File: src/design/rrmb_pkg.sv
// Shared types and constants for the rectangle row to mono byte writer
package rrmb_pkg;

   // full-width frame byte address, wide enough for the frame size compare
   localparam int ADDR_W = 18;

   // pixel masks, bit 7 is the leftmost pixel
   localparam logic [7:0] MASK_ALL   = 8'hFF;
   localparam logic [7:0] MASK_LEFT  = 8'h80;
   localparam logic [7:0] MASK_RIGHT = 8'h01;

   // command queue between front and back
   localparam int QUEUE_DEPTH = 2;
   localparam int QUEUE_PTR_W = 1;
   localparam int QUEUE_CNT_W = 2;

   // one row job handed from the front to the back
   typedef struct packed {
      logic [ADDR_W-1:0] start_addr;
      logic [ADDR_W-1:0] end_addr;
      logic [7:0]        first_mask;
      logic [7:0]        last_mask;
      logic              skip_middle;
      logic              invert;
   } rrmb_cmd_type;

endpackage

File: src/design/rrmb_front.sv
// Front end: accepts row requests, drops empty rows, computes addresses and edge masks
module rrmb_front #(
   parameter int SCREEN_WIDTH = 320
) (
   input  logic                  reset,
   input  logic                  req_tvalid,
   output logic                  req_tready,
   input  logic [47:0]           req_tdata,
   input  logic [1:0]            req_tuser,
   output logic                  push,
   output rrmb_pkg::rrmb_cmd_type push_cmd,
   input  logic                  queue_full
);

   localparam logic [10:0] SCREEN_W_V  = 11'(SCREEN_WIDTH);
   localparam logic [15:0] ROW_BYTES_V = 16'(SCREEN_WIDTH / 8);

   logic [16:0] start_pixel;
   logic [8:0]  span_length;
   logic [7:0]  rect_height;
   logic [7:0]  row_index;
   logic        solid_fill;
   logic        invert;

   logic [10:0] span_sat;
   logic [17:0] end_pixel;
   logic [2:0]  so;
   logic [2:0]  eo;
   logic [15:0] base;
   logic [rrmb_pkg::ADDR_W-1:0] start_addr;
   logic [rrmb_pkg::ADDR_W-1:0] end_addr;
   logic        row_ok;
   logic        full_row;
   logic        single;
   logic [7:0]  fill_left;
   logic [7:0]  fill_right;
   logic [7:0]  edge_left;
   logic [7:0]  edge_right;
   logic [7:0]  single_mask;

   // unpack request fields
   assign start_pixel = req_tdata[16:0];
   assign span_length = req_tdata[25:17];
   assign rect_height = req_tdata[33:26];
   assign row_index   = req_tdata[41:34];
   assign solid_fill  = req_tuser[0];
   assign invert      = req_tuser[1];

   // span clamp and end pixel
   always_comb begin
      if ({2'b00, span_length} > SCREEN_W_V) begin
         span_sat = SCREEN_W_V;
      end else begin
         span_sat = {2'b00, span_length};
      end
      end_pixel = {1'b0, start_pixel} + {7'b0, span_sat} - 18'd1;
   end

   assign so = start_pixel[2:0];
   assign eo = end_pixel[2:0];

   // row base and byte addresses
   assign base       = {8'b0, row_index} * ROW_BYTES_V;
   assign start_addr = {4'b0, start_pixel[16:3]} + {2'b0, base};
   assign end_addr   = {3'b0, end_pixel[17:3]} + {2'b0, base};

   // row classification
   assign row_ok   = (span_length != 9'd0) && (rect_height != 8'd0)
                     && (row_index < rect_height);
   assign full_row = solid_fill || (row_index == 8'd0)
                     || (row_index == rect_height - 8'd1);
   assign single   = (start_addr == end_addr);

   // edge masks
   assign fill_left   = rrmb_pkg::MASK_ALL >> so;
   assign fill_right  = rrmb_pkg::MASK_ALL << (~eo);
   assign edge_left   = rrmb_pkg::MASK_LEFT >> so;
   assign edge_right  = rrmb_pkg::MASK_RIGHT << (~eo);
   assign single_mask = full_row ? (fill_left & fill_right) : (edge_left | edge_right);

   // command to the queue
   always_comb begin
      push_cmd.start_addr  = start_addr;
      push_cmd.end_addr    = end_addr;
      push_cmd.skip_middle = !full_row;
      push_cmd.invert      = invert;
      if (single) begin
         push_cmd.first_mask = single_mask;
         push_cmd.last_mask  = single_mask;
      end else begin
         push_cmd.first_mask = full_row ? fill_left : edge_left;
         push_cmd.last_mask  = full_row ? fill_right : edge_right;
      end
   end

   // handshake; empty rows are taken and dropped
   assign req_tready = !reset && !queue_full;
   assign push       = req_tvalid && req_tready && row_ok;

endmodule

File: src/design/rrmb_queue.sv
// Small command queue between front and back
module rrmb_queue (
   input  logic                   clock,
   input  logic                   reset,
   input  logic                   push,
   input  rrmb_pkg::rrmb_cmd_type push_cmd,
   output logic                   full,
   input  logic                   pop,
   output logic                   pop_valid,
   output rrmb_pkg::rrmb_cmd_type pop_cmd
);

   rrmb_pkg::rrmb_cmd_type entry_ff [rrmb_pkg::QUEUE_DEPTH];
   logic [rrmb_pkg::QUEUE_PTR_W-1:0] wr_ptr_ff, wr_ptr_in;
   logic [rrmb_pkg::QUEUE_PTR_W-1:0] rd_ptr_ff, rd_ptr_in;
   logic [rrmb_pkg::QUEUE_CNT_W-1:0] count_ff, count_in;
   logic do_push;
   logic do_pop;

   assign full      = (count_ff == rrmb_pkg::QUEUE_CNT_W'(rrmb_pkg::QUEUE_DEPTH));
   assign pop_valid = (count_ff != '0);
   assign pop_cmd   = entry_ff[rd_ptr_ff];
   assign do_push   = push && !full;
   assign do_pop    = pop && pop_valid;

   // pointer and count update
   always_comb begin
      wr_ptr_in = do_push ? wr_ptr_ff + 1'b1 : wr_ptr_ff;
      rd_ptr_in = do_pop ? rd_ptr_ff + 1'b1 : rd_ptr_ff;
      count_in  = count_ff;
      if (do_push && !do_pop) begin
         count_in = count_ff + 1'b1;
      end else if (do_pop && !do_push) begin
         count_in = count_ff - 1'b1;
      end
   end

   always_ff @(posedge clock) begin
      if (reset) begin
         wr_ptr_ff <= '0;
         rd_ptr_ff <= '0;
         count_ff  <= '0;
      end else begin
         wr_ptr_ff <= wr_ptr_in;
         rd_ptr_ff <= rd_ptr_in;
         count_ff  <= count_in;
      end
   end

   // storage
   always_ff @(posedge clock) begin
      if (do_push) begin
         entry_ff[wr_ptr_ff] <= push_cmd;
      end
   end

endmodule

File: src/design/rrmb_back.sv
// Back end: walks the byte addresses of one row and drives the registered write output
module rrmb_back #(
   parameter int SCREEN_WIDTH  = 320,
   parameter int SCREEN_HEIGHT = 240
) (
   input  logic                   clock,
   input  logic                   reset,
   input  logic                   cmd_valid,
   input  rrmb_pkg::rrmb_cmd_type cmd,
   output logic                   cmd_pop,
   output logic                   rsp_tvalid,
   input  logic                   rsp_tready,
   output logic [23:0]            rsp_tdata,
   output logic [1:0]             rsp_tuser,
   output logic                   rsp_tlast
);

   localparam logic [rrmb_pkg::ADDR_W-1:0] FRAME_BYTES =
      rrmb_pkg::ADDR_W'((SCREEN_WIDTH / 8) * SCREEN_HEIGHT);

   // active row job
   logic                        busy_ff, busy_in;
   logic                        first_ff, first_in;
   logic [rrmb_pkg::ADDR_W-1:0] cur_ff, cur_in;
   rrmb_pkg::rrmb_cmd_type      job_ff, job_in;

   // output register
   logic        out_valid_ff, out_valid_in;
   logic [13:0] out_addr_ff, out_addr_in;
   logic [7:0]  out_mask_ff, out_mask_in;
   logic        out_inv_ff, out_inv_in;
   logic        out_off_ff, out_off_in;
   logic        out_last_ff, out_last_in;

   logic emit;
   logic at_end;

   assign emit    = busy_ff && (!out_valid_ff || rsp_tready);
   assign at_end  = (cur_ff == job_ff.end_addr);
   assign cmd_pop = !busy_ff && cmd_valid;

   // job walker
   always_comb begin
      busy_in  = busy_ff;
      first_in = first_ff;
      cur_in   = cur_ff;
      job_in   = job_ff;
      if (cmd_pop) begin
         busy_in  = 1'b1;
         first_in = 1'b1;
         cur_in   = cmd.start_addr;
         job_in   = cmd;
      end else if (emit) begin
         first_in = 1'b0;
         if (at_end) begin
            busy_in = 1'b0;
         end else if (job_ff.skip_middle) begin
            cur_in = job_ff.end_addr;
         end else begin
            cur_in = cur_ff + 1'b1;
         end
      end
   end

   // output register next values
   always_comb begin
      out_valid_in = out_valid_ff;
      out_addr_in  = out_addr_ff;
      out_mask_in  = out_mask_ff;
      out_inv_in   = out_inv_ff;
      out_off_in   = out_off_ff;
      out_last_in  = out_last_ff;
      if (emit) begin
         out_valid_in = 1'b1;
         out_addr_in  = cur_ff[13:0];
         out_inv_in   = job_ff.invert;
         out_off_in   = (cur_ff >= FRAME_BYTES);
         out_last_in  = at_end;
         priority if (at_end) begin
            out_mask_in = job_ff.last_mask;
         end else if (first_ff) begin
            out_mask_in = job_ff.first_mask;
         end else begin
            out_mask_in = rrmb_pkg::MASK_ALL;
         end
      end else if (rsp_tready) begin
         out_valid_in = 1'b0;
      end
   end

   // control registers
   always_ff @(posedge clock) begin
      if (reset) begin
         busy_ff      <= 1'b0;
         out_valid_ff <= 1'b0;
      end else begin
         busy_ff      <= busy_in;
         out_valid_ff <= out_valid_in;
      end
   end

   // payload registers
   always_ff @(posedge clock) begin
      first_ff    <= first_in;
      cur_ff      <= cur_in;
      job_ff      <= job_in;
      out_addr_ff <= out_addr_in;
      out_mask_ff <= out_mask_in;
      out_inv_ff  <= out_inv_in;
      out_off_ff  <= out_off_in;
      out_last_ff <= out_last_in;
   end

   assign rsp_tvalid = out_valid_ff;
   assign rsp_tdata  = {2'b00, out_mask_ff, out_addr_ff};
   assign rsp_tuser  = {out_off_ff, out_inv_ff};
   assign rsp_tlast  = out_last_ff;

endmodule

File: src/design/rect_row_to_mono_bytes.sv
// The first byte write of a row passes the command queue, the row job register and
// the output register on its way to rsp. The back end loads a row job, then gives
// one write per cycle while rsp is not stalled, up to 41 writes for the widest row;
// the address walker sets this rate. Requests that draw nothing are taken, with no writes.
// Reset (synchronous, active high) empties the command queue and the output register.
// Top level: rectangle row to 1bpp frame buffer byte writes
module rect_row_to_mono_bytes #(
   parameter int SCREEN_WIDTH  = 320,
   parameter int SCREEN_HEIGHT = 240
) (
   input  logic        clock,
   input  logic        reset,
   input  logic        req_tvalid,
   output logic        req_tready,
   // start_pixel[16:0], span_length[25:17], rect_height[33:26], row_index[41:34], zeros
   input  logic [47:0] req_tdata,
   // solid_fill[0], invert[1]
   input  logic [1:0]  req_tuser,
   output logic        rsp_tvalid,
   input  logic        rsp_tready,
   // byte_address[13:0], pixel_byte[21:14], zeros
   output logic [23:0] rsp_tdata,
   // invert_out[0], off_screen[1]
   output logic [1:0]  rsp_tuser,
   // last_in_row
   output logic        rsp_tlast
);

   logic                   push;
   logic                   queue_full;
   logic                   cmd_valid;
   logic                   cmd_pop;
   rrmb_pkg::rrmb_cmd_type push_cmd;
   rrmb_pkg::rrmb_cmd_type cmd;

   // request classification
   rrmb_front #(
      .SCREEN_WIDTH (SCREEN_WIDTH)
   ) u_front (
      .reset      (reset),
      .req_tvalid (req_tvalid),
      .req_tready (req_tready),
      .req_tdata  (req_tdata),
      .req_tuser  (req_tuser),
      .push       (push),
      .push_cmd   (push_cmd),
      .queue_full (queue_full)
   );

   // row job queue
   rrmb_queue u_queue (
      .clock     (clock),
      .reset     (reset),
      .push      (push),
      .push_cmd  (push_cmd),
      .full      (queue_full),
      .pop       (cmd_pop),
      .pop_valid (cmd_valid),
      .pop_cmd   (cmd)
   );

   // byte write generation
   rrmb_back #(
      .SCREEN_WIDTH  (SCREEN_WIDTH),
      .SCREEN_HEIGHT (SCREEN_HEIGHT)
   ) u_back (
      .clock      (clock),
      .reset      (reset),
      .cmd_valid  (cmd_valid),
      .cmd        (cmd),
      .cmd_pop    (cmd_pop),
      .rsp_tvalid (rsp_tvalid),
      .rsp_tready (rsp_tready),
      .rsp_tdata  (rsp_tdata),
      .rsp_tuser  (rsp_tuser),
      .rsp_tlast  (rsp_tlast)
   );

endmodule

File: config.mk
export PLATFORM = sky130hd
export DESIGN_NAME = rect_row_to_mono_bytes
export DESIGN_NICKNAME = d
export VERILOG_FILES = /design/src/design/rrmb_pkg.sv /design/src/design/rrmb_front.sv /design/src/design/rrmb_queue.sv /design/src/design/rrmb_back.sv /design/src/design/rect_row_to_mono_bytes.sv
export SDC_FILE = /design/constraint.sdc
export NUM_CORES = 1
export LEC_CHECK = 0
export ABC_AREA = 1
export BUFFER_PORTS_ARGS = -buffer_cell sky130_fd_sc_hd__buf_2
export CORE_MARGIN = 2
export CORE_UTILIZATION = 35
export CTS_CLUSTER_DIAMETER = 60
export DETAILED_ROUTE_END_ITERATION = 8
export PLACE_DENSITY_LB_ADDON = 0.15
export SLEW_MARGIN = 30
export SYNTH_ARGS = -nofsm -noshare
export SYNTH_HDL_FRONTEND = slang
export SYNTH_SLANG_ARGS = --single-unit
File: constraint.sdc
create_clock -name clock -period 5 [get_ports clock]
set_input_delay 0.25 -clock clock [delete_from_list [all_inputs] [get_ports clock]]
set_output_delay 0.25 -clock clock [all_outputs]
set_load 0.01 [all_outputs]
==> summary.md, run 1 <==
| Metric | Value |
|---|---|
| Status | `finished, final reports clean` |
| Post-route cell area | `0.0128 sq mm` |
| Asr flop ratio synth | `0%` |
| Vias per inst | `4.71` |
| # IOs | `83` |
| Slowest cell on the critical path | `fa_1` |
| Worst clock skew | `0.0153 ns` |
| Post-DRT Antenna Nets | `0` |
| Max-slew violation count | `0` |
| Worst slew margin | `52.9%` |
| Share of the synthesized area in the top cell type | `46.5%` |
| First-pass detailed-route iteration total | `5` |
| Share of cells above drive strength 1 | `11.8%` |
| Data arrival, critical path | `4.76 ns` |
| Top post-synthesis cells by area | `edfxtp_1 47%, nand2_1 15%, ha_1 8.0%, inv_1 5.5%, nand3_1 3.5%` |
| Placer Congestion | `0.857` |
| Worst min path class | `input port to flip-flop` |
| Filler cells | `3172` |
| Largest net degree at the start of global routing | `62` |
| CP dominant cell by count | `nand2_1` |
| Synth Warn # | `0` |
| Placed instance count | `1771` |
| Clock slew at reported path FFs | `0.07 ns` |
| Post-synth EDFFs | `175` |
| Cts bufs inserted | `17` |
| Height of the die | `184 um` |
| Area delta synth->final | `13.6%` |
| Final setup viols | `0` |
| Total core area | `0.0316 sq mm` |
| Clock latency on the worst-skew pair | `0.43 ns` |
| Vias | `8508` |
| CP Data Required Time | `5.28 ns` |
| WL/cell | `14.3 um` |
| DR iter-0 viols | `433` |
| Total wire length | `25900 um` |
| Die Width | `184 um` |
| Post-DP HPWL | `19600 um` |
| CTS HTree Levels | `4` |
| Max-cap viol count | `0` |
| FF+latch area | `0.00542 sq mm` |
| Worst-Margin Slew | `0.707 ns` |
| Post-Layout Cell Count | `1805` |
| CTS Hold Bufs | `0` |
| CP max FO | `10` |
| Post-synth cell types | `50` |
| DRC viols | `0` |
| CTS tree | `yes` |
| Vias in the first global route | `8004` |
| Cells after Synth | `1315` |
| Diode count | `0` |
| PD cells | `510 mW/mm^2` |
| Clock tree buffer depth | `2` |
| FF+latch count, synth | `183` |
| Port bufs | `74` |
| First-pass GRT wire length | `41600 um` |
| Top-count cell post-synth | `nand2_1` |
| Setup TNS Final | `0 ns` |
| Multi-input gate area | `0.00513 sq mm` |
| Total power | `6540 uW` |
| Cell Area, Synth | `0.0113 sq mm` |
| Total GRT Usage | `15.6%` |
| CTS Root Cell | `clkbuf_16` |
| Yosys top cell by area | `edfxtp_1` |
| Worst VDD drop | `248 uV` |
| Initial core utilization | `35.7%` |
| Minimum clock period | `4.48 ns` |
| Fmax | `223 MHz` |
| Clock Sinks | `183` |
| Leakage | `0.00586 uW` |
| Num rows | `65` |
| Mapped Avg Cell Area | `8.59 sq um` |
| Nets | `1520` |
| Global route overflow | `0` |
| CP Launch Type | `input port` |
| Final count of hold timing violations | `0` |
| Critical path type | `input port to flip-flop` |
| Initial antenna violation count | `1` |
| Main synth FF type | `edfxtp_1` |
| Crit-path max cell delay | `0.40 ns` |
| Commonest cells post-synth | `444 x nand2_1, 175 x edfxtp_1, 167 x inv_1, 80 x nand3_1, 72 x ha_1` |
| Post-DP Area | `0.0121 sq mm` |
| CP endpoint kind | `flip-flop` |
| Sequential share of the synthesized area | `47.9%` |
| Fin crit share | `89.7%` |
| Die Area | `0.0337 sq mm` |
power by group:
group	internal, uW	total (uW)	switching, uW
combinational	848	2580	1730
clock	748	1430	682
sequential	2310	2530	217
total	3910	6540	2630
what timing repair did:
item,in CTS,in global routing
gates resized for setup,0,6
endpoints found under the setup margin,0,32
setup buffers,0,1
final timing paths:
kind	start	to	slack (ns)	cells past startpoint
max	req_tdata[20]	u_queue.entry_ff[0][15]$_DFFE_PP_	0.52	32
min	req_tuser[1]	u_queue.entry_ff[0][0]$_DFFE_PP_	0.05	1
max reg2reg	u_queue.count_ff[0]$_SDFFE_PP0P_	u_queue.entry_ff[1][25]$_DFFE_PP_	2.24	6
min reg2reg	u_back.job_ff[0]$_DFFE_PP_	u_back.out_inv_ff$_DFFE_PP_	0.43	0
layer usage:
layer	wire, um	vias to the layer above	track usage (%)
met4	209	2	2.88
met2	11400	141	24.7
met1	13400	3833	23.0
met3	844	14	2.06
li1	-	4518	-
met5	11	-	0
cell type report:
| cell class | instances | share of cell area, % |
|---|---|---|
| Timing Repair Buffer | 87 | 3.68 |
| Tap cell | 402 | 3.92 |
| Clock buffer | 17 | 3.32 |
| Multi-Input combinational cell | 929 | 40.0 |
| Sequential cell | 183 | 42.2 |
| Inverter | 172 | 5.03 |
| Clock inverter | 15 | 1.87 |
stage by stage:
step	utilization [%]	hold WS, ns	worst slack (ns)
after CTS	40.4	0.0375	0.459
after global placement	38.3	0.402	0.0978
after detailed placement	38.3	0.407	0.0189
after floorplan	-	0.349	0.722
after global routing	40.5	0.0411	-0.00411
final	40.5	0.0540	0.517
cell families after synthesis:
| family | synth area share, % |
|---|---|
| compound gates | 7.29 |
| xor+xnor | 3.80 |
| fa+ha+maj | 8.68 |
| buf+inv | 7.25 |
| flops | 47.9 |
| mux | 0.0886 |
| other cells | 0.0332 |
| simple gates | 24.9 |
cell usage in the layout, fill, tap and decap left out, types with 9 or more instances in the layout:
cell type / count
xnor2_1: 20
a21oi_1: 48
nand2_2: 9
clkbuf_16: 17
buf_4: 12
edfxtp_1: 175
nand2_1: 444
nor2_1: 67
inv_1: 166
xor2_1: 29
o21ai_0: 42
buf_2: 74
nand3_1: 79
nand4_1: 23
ha_1: 71
state kept, by name (all words and copies together) (netlist names), 2 cells and up, named ones only:
name	count
u_back.cur_ff	18
u_back.job_ff	34
u_back.out_addr_ff	14
u_back.out_mask_ff	8
u_queue.count_ff	2
u_queue.entry_ff	98
worst max-delay path, delay by kind of cell:
kind / cells / cell delay [ns]
AO/OA/AOI/OAI: 3 / 0.59
XOR/XNOR: 1 / 0.16
adder cells (fa/ha/maj): 4 / 1.22
buffers and inverters: 6 / 0.60
AND/OR/NAND/NOR: 18 / 1.95
No activity file was read; power rests on OpenSTA's default activity.
==> inputs of run 2 (changes only) <==
- RECOVER_POWER: default -> 100
==> run 2 against run 1 <==
Net effect:
- the run now ends with max-capacitance violations, max-slew violations left
- cell count unchanged
- die area unchanged
- non-clock buffer count is the same
- hold slack improved by 0.037 ns
- clock skew down 0.0036 ns
- setup slack lost 0.027 ns
- first-iteration DRC count decreased by 5.5%
- sequential cell count unchanged
- via count is 0.39% higher
- sequential power is essentially flat
- critical endpoint is now u_queue.entry_ff[0][8]$_DFFE_PP_
- largest cell class unchanged
- largest power group unchanged
==> summary.md, run 2 (synthesis results as in run 1) <==
| Metric | Value |
|---|---|
| CP Data Required Time | `5.19 ns (-0.09 ns)` |
| Biggest register | `u_queue.entry_ff` |
| Placer Congestion | `0.857 (unchanged)` |
| Port bufs | `74 (unchanged)` |
| Beginning of the worst hold path | `reset` |
| CP Launch Type | `input port` |
| Data arrival, critical path | `4.70 ns (-0.06 ns)` |
| # IOs | `83 (unchanged)` |
| PD cells | `512 mW/mm^2 (+0.45%)` |
| Initial core utilization | `35.7% (unchanged)` |
| Setup TNS Final | `0 ns (unchanged)` |
| Largest net degree at the start of global routing | `62 (unchanged)` |
| Critical path type | `input port to flip-flop` |
| Die Width | `184 um (unchanged)` |
| Reg2Reg Launch Point | `u_queue.count_ff[0]$_SDFFE_PP0P_` |
| Global route overflow | `0 (unchanged)` |
| Vias | `8541 (+0.39%)` |
| Worst VDD drop | `251 uV (+1.1%)` |
| Worst clock skew | `0.0117 ns (-0.00357 ns)` |
| WL/cell | `14.4 um (+0.45%)` |
| Worst hold slack | `0.0910 ns (+0.0370 ns)` |
| CTS Root Cell | `clkbuf_16` |
| RSZ-0062 raised after global routing | `false` |
| Share of cells above drive strength 1 | `8.05% (-3.7 points)` |
| Max FFs per register | `98 (unchanged)` |
| CTS tree | `yes` |
| Total core area | `0.0316 sq mm (unchanged)` |
| Delay-heaviest family, CP | `simple AND/OR/NAND/NOR gates` |
| CTS HTree Levels | `4 (unchanged)` |
| Fmax | `222 MHz (-0.59%)` |
| Nets | `1520 (unchanged)` |
| Clock Sinks | `183 (unchanged)` |
| Final core occ | `40.2% (-0.39 points)` |
| Clock slew at reported path FFs | `0.09 ns (+0.02 ns)` |
| Worst r2r path cells | `6 (unchanged)` |
| Failing checks | `max-capacitance violations, max-slew violations` |
| CP endpoint kind | `flip-flop` |
| Worst-Margin Slew | `2.53 ns (+1.83 ns)` |
| Final count of hold timing violations | `0 (unchanged)` |
| DR iter-0 viols | `409 (-5.5%)` |
| Clock latency on the worst-skew pair | `0.43 ns (about the same)` |
| Clock tree buffer depth | `2 (unchanged)` |
| Hold endpoint | `u_back.rsp_tvalid$_SDFFE_PP0P_` |
| Cts bufs inserted | `17 (unchanged)` |
| Critical path buffers and inverters | `5 (-1)` |
| Top flop regs | `u_queue.entry_ff x98, u_back.job_ff x34, u_back.cur_ff x18` |
| Total wire length | `26000 um (+0.45%)` |
| CTS Hold Bufs | `0 (unchanged)` |
| Vias in the first global route | `8004 (unchanged)` |
| Initial antenna violation count | `1 (unchanged)` |
| First-pass GRT wire length | `41600 um (unchanged)` |
| Crit-path max cell delay | `0.35 ns (-0.05 ns)` |
| Total GRT Usage | `15.6% (unchanged)` |
| CP max FO | `7 (-3)` |
| Max-cap viol count | `2 (+2)` |
| Status | `finished, violations left` |
| Worst setup margin | `0.491 ns (-0.0265 ns)` |
| R2r endpoint | `u_queue.entry_ff[0][2]$_DFFE_PP_` |
| Worst slew margin | `-68.9% (-120 points)` |
| Pre-CTS setup slack | `0.0189 ns (unchanged)` |
| Post-DP HPWL | `19600 um (unchanged)` |
| Leakage | `0.00574 uW (-2.1%)` |
| Max-slew violation count | `78 (+78)` |
| Worst min path class | `input port to flip-flop` |
| DRC viols | `0 (unchanged)` |
| Most common cell after layout, fill and taps aside | `nand2_1` |
| R2r setup slk | `1.37 ns (-0.87 ns)` |
| Fin crit share | `90.2% (+0.53 points)` |
| Num rows | `65 (unchanged)` |
| First-pass detailed-route iteration total | `5 (unchanged)` |
| Slowest cell on the critical path | `ha_1` |
| Commonest cells after routing, fill and taps aside | `448 x nand2_1, 175 x edfxtp_1, 168 x inv_1` |
| Height of the die | `184 um (unchanged)` |
| Die Area | `0.0337 sq mm (unchanged)` |
| Diode count | `0 (unchanged)` |
| Minimum clock period | `4.51 ns (+0.0265 ns)` |
| Worst Setup SP | `req_tdata[20]` |
| Total power | `6500 uW (-0.52%)` |
| Hold Path Cell Cnt | `2 (+1)` |
| CP dominant cell by count | `nand2_1` |
| Vias per inst | `4.73 (+0.39%)` |
| Post-DRT Antenna Nets | `0 (unchanged)` |
| Area delta synth->final | `12.5%` |
| Final setup viols | `0 (unchanged)` |
-- run 2: area by class of cell --
class	count	area, sq um
flip-flops and latches	183	5420
clock buffers	17	425
fillers	3200	18900
repair buffers	87	412
well taps	402	503
clock inverters	15	240
inverters	172	646
multi-input cells	929	5060
-- run 2: routing by layer --
layer | vias up | global-route usage, % | routed length (um)
met2 | 177 | 24.7 | 11400
met5 | - | 0 | 11
li1 | 4513 | - | -
met3 | 16 | 2.06 | 898
met4 | 2 | 2.88 | 221
met1 | 3833 | 23.0 | 13400
-- run 2: metrics by stage --
step | cells | area, sq um
2_1_floorplan | 1316 | 11300
5_1_grt | 1805 | 12700
6_report | 1805 | 12700
3_5_place_dp | 1771 | 12100
4_1_cts | 1803 | 12800
3_3_place_gp | 1771 | 12100
-- run 2: report_power, final --
group | switching, uW | internal, uW | leakage, uW
clock | 683 | 748 | 0.000317
combinational | 1720 | 823 | 0.00373
sequential | 219 | 2320 | 0.00169
-- run 2: worst max-delay path by stage --
stage / cells past startpoint / end / slack, ns
2_1_floorplan: 33 / u_queue.entry_ff[0][14]$_DFFE_PP_ / 0.72
3_3_place_gp: 33 / u_queue.entry_ff[0][4]$_DFFE_PP_ / 0.1
3_5_place_dp: 33 / u_queue.entry_ff[1][4]$_DFFE_PP_ / 0.02
4_1_cts: 33 / u_queue.entry_ff[0][15]$_DFFE_PP_ / 0.46
5_1_grt: 33 / u_queue.entry_ff[0][16]$_DFFE_PP_ / 0.005
6_report: 32 / u_queue.entry_ff[0][8]$_DFFE_PP_ / 0.49
-- run 2: timing repair --
item,in CTS,in global routing
setup buffers,0,1
resized for setup,0,6
setup endpoints to repair,0,32
==> inputs of run 3 (changes only) <==
- CORE_MARGIN: 2 -> 5
- GPL_TIMING_DRIVEN: default -> 0
==> run 3 against run 2 <==
Net effect:
- the run now ends clean
- via count increased by 1.9%
- register-to-register slack improved by 0.85 ns
- utilization increased by 0.53 points
- fmax decreased by 1.4%
==> summary.md, run 3 (synthesis results as in run 1) <==
| Metric | Value |
|---|---|
| CP Launch Type | `input port` |
| Fmax | `219 MHz (-1.4%)` |
| CP max FO | `10 (+3)` |
| Final setup viols | `0 (unchanged)` |
| Most common cell after layout, fill and taps aside | `nand2_1` |
| CTS Hold Bufs | `0 (unchanged)` |
| Slowest cell on the critical path | `ha_1` |
| Clock slew at reported path FFs | `0.07 ns (-0.02 ns)` |
| Die Width | `190 um (+3.3%)` |
| Critical path type | `input port to flip-flop` |
| Area delta synth->final | `14.2%` |
| WL/cell | `14.6 um (+1.2%)` |
| Vias per inst | `4.76 (+0.64%)` |
| Status | `finished, final reports clean` |
| Initial antenna violation count | `1 (unchanged)` |
| Total core area | `0.0317 sq mm (+0.26%)` |
| Worst clock skew | `0.0100 ns (-0.00171 ns)` |
| P_sw | `2620 uW (about the same)` |
| Placed instance count | `1794 (+1.3%)` |
| Die Area | `0.0360 sq mm (+6.6%)` |
| Minimum clock period | `4.57 ns (+0.0617 ns)` |
| First-pass detailed-route iteration total | `5 (unchanged)` |
| Power share of the clock group | `20.8% (-1.2 points)` |
| Top flop regs | `u_queue.entry_ff x98, u_back.job_ff x34, u_back.cur_ff x18` |
| Worst-Margin Slew | `1.00 ns (-1.53 ns)` |
| First-pass GRT wire length | `43200 um (+3.8%)` |
| Global route overflow | `0 (unchanged)` |
| Filler cells | `3268 (+2.1%)` |
| Fin crit share | `91.4% (+1.2 points)` |
| Total power | `6500 uW (about the same)` |
| CTS HTree Levels | `4 (unchanged)` |
| Total GRT Usage | `14.8% (-0.78 points)` |
| CTS tree | `yes` |
| Commonest cells after routing, fill and taps aside | `445 x nand2_1, 175 x edfxtp_1, 166 x inv_1` |
| CP dominant cell by count | `nand2_1` |
| Share of cells above drive strength 1 | `9.33% (+1.3 points)` |
| Worst VDD drop | `265 uV (+5.3%)` |
| Vias | `8705 (+1.9%)` |
| Num rows | `65 (unchanged)` |
| Diode count | `0 (unchanged)` |
| DRC viols | `0 (unchanged)` |
| Post-Layout Cell Count | `1828 (+1.3%)` |
| Vias in the first global route | `8474 (+5.9%)` |
| Worst min path class | `input port to flip-flop` |
| CTS Root Cell | `clkbuf_16` |
| Max-cap viol count | `0 (-2)` |
| Port bufs | `72 (-2.7%)` |
| Clock Sinks | `183 (unchanged)` |
| PD cells | `504 mW/mm^2 (-1.5%)` |
| Leakage | `0.00580 uW (+1.1%)` |
| Final count of hold timing violations | `0 (unchanged)` |
| Max-slew violation count | `0 (-100%)` |
| CP Data Required Time | `5.17 ns (-0.02 ns)` |
| Clock tree buffer depth | `2 (unchanged)` |
| Initial core utilization | `35.6% (-0.092 points)` |
| # IOs | `83 (unchanged)` |
| Comb pwr share | `40.6% (+1.6 points)` |
| Placer Congestion | `0.847 (-1.1%)` |
| Biggest register | `u_queue.entry_ff` |
| Clock latency on the worst-skew pair | `0.43 ns (about the same)` |
| Total wire length | `26600 um (+2.5%)` |
| Cts bufs inserted | `17 (unchanged)` |
| Height of the die | `190 um (+3.3%)` |
| Switch share | `40.3% (about the same)` |
| Nets | `1543 (+1.5%)` |
| Data arrival, critical path | `4.74 ns (+0.04 ns)` |
| Post-DP HPWL | `21200 um (+8.3%)` |
| Sequential Power Share | `38.6% (-0.4 points)` |
| Largest net degree at the start of global routing | `44 (-29%)` |
| Max FFs per register | `98 (unchanged)` |
| Post-DRT Antenna Nets | `0 (unchanged)` |
| Post-route cell area | `0.0129 sq mm (+1.6%)` |
| DR iter-0 viols | `523 (+28%)` |
| Post-DP Area | `0.0123 sq mm (+1.5%)` |
| CP endpoint kind | `flip-flop` |
| Worst slew margin | `32.9% (+100 points)` |
| Crit-path max cell delay | `0.40 ns (+0.05 ns)` |
| Internal | `3890 uW (about the same)` |
run 3: cell types whose count changed in the layout (fill, tap and decap cells not counted), sizes merged:
cell / delta
inv: +1
nand3: -1
clkinv: -2
clkbuf: +17
buf: +7
clkinvlp: +1
run 3: layout make-up:
| type | instances | area (sq um) | area share (%) |
|---|---|---|---|
| flip-flops and latches | 183 | 5420 | 42.0 |
| multi-input cells | 928 | 5110 | 39.6 |
| inverters | 172 | 646 | 5.00 |
| well taps | 402 | 503 | 3.90 |
| repair buffers | 78 | 443 | 3.43 |
| clock buffers | 17 | 425 | 3.30 |
| clock inverters | 15 | 191 | 1.48 |
| plain buffers | 33 | 170 | 1.32 |
run 3: per-stage QoR:
step                      setup TNS [ns]  worst slack, ns  utilization [%]  hold WS, ns
final                                  0            0.429             40.7       0.0843
after global routing             -0.0360          -0.0122             40.7       0.0960
after CTS                              0            0.305             40.7       0.0259
after detailed placement           -2.59           -0.141             38.8        0.430
after global placement            -57.14           -0.580             38.4        0.432
after floorplan                        0            0.722                -        0.349
run 3: worst max-delay path, delay by kind of cell:
| kind | cells | cell delay (ns) |
|---|---|---|
| xor gates and xnor gates | 1 | 0.16 |
| buffers and inverters | 5 | 0.46 |
| adders and majority gates | 4 | 1.25 |
| AOI/OAI and AO/OA | 2 | 0.33 |
| and+or+nand+nor | 20 | 2.28 |
run 3: worst paths after layout:
kind                                             startpoint                           endpoint  slack [ns]  depth (start not counted)
worst max register to register  u_back.cur_ff[13]$_DFFE_PP_         u_back.cur_ff[6]$_DFFE_PP_        2.22                          8
worst min-delay path                           req_tuser[1]   u_queue.entry_ff[1][0]$_DFFE_PP_        0.08                          1
worst max-delay path                          req_tdata[20]  u_queue.entry_ff[0][12]$_DFFE_PP_        0.43                         32
worst min register to register   u_back.job_ff[0]$_DFFE_PP_        u_back.out_inv_ff$_DFFE_PP_        0.44                          0
run 3: per-layer routing:
layer  routed length [um]  track usage (%)  up-vias
met1                13600             21.6     3961
met3                  936             2.33       19
met5                    0                0        -
met4                  284             3.23        0
met2                11800             23.5      160
li1                     -                -     4565
run 3: repair_timing:
| item | in CTS | in global routing |
|---|---|---|
| gates resized for setup | 0 | 9 |
| setup buffers | 0 | 2 |
| endpoints found under the setup margin | 0 | 30 |
run 3: power by group through the flow:
stage,registers (uW),logic [uW],clock network (uW)
finish,2510,2640,1350
global route,2560,3010,1450
CTS,2510,2680,1380
detailed placement,2550,2660,0
global placement,2560,2600,0
floorplan,2520,1870,0
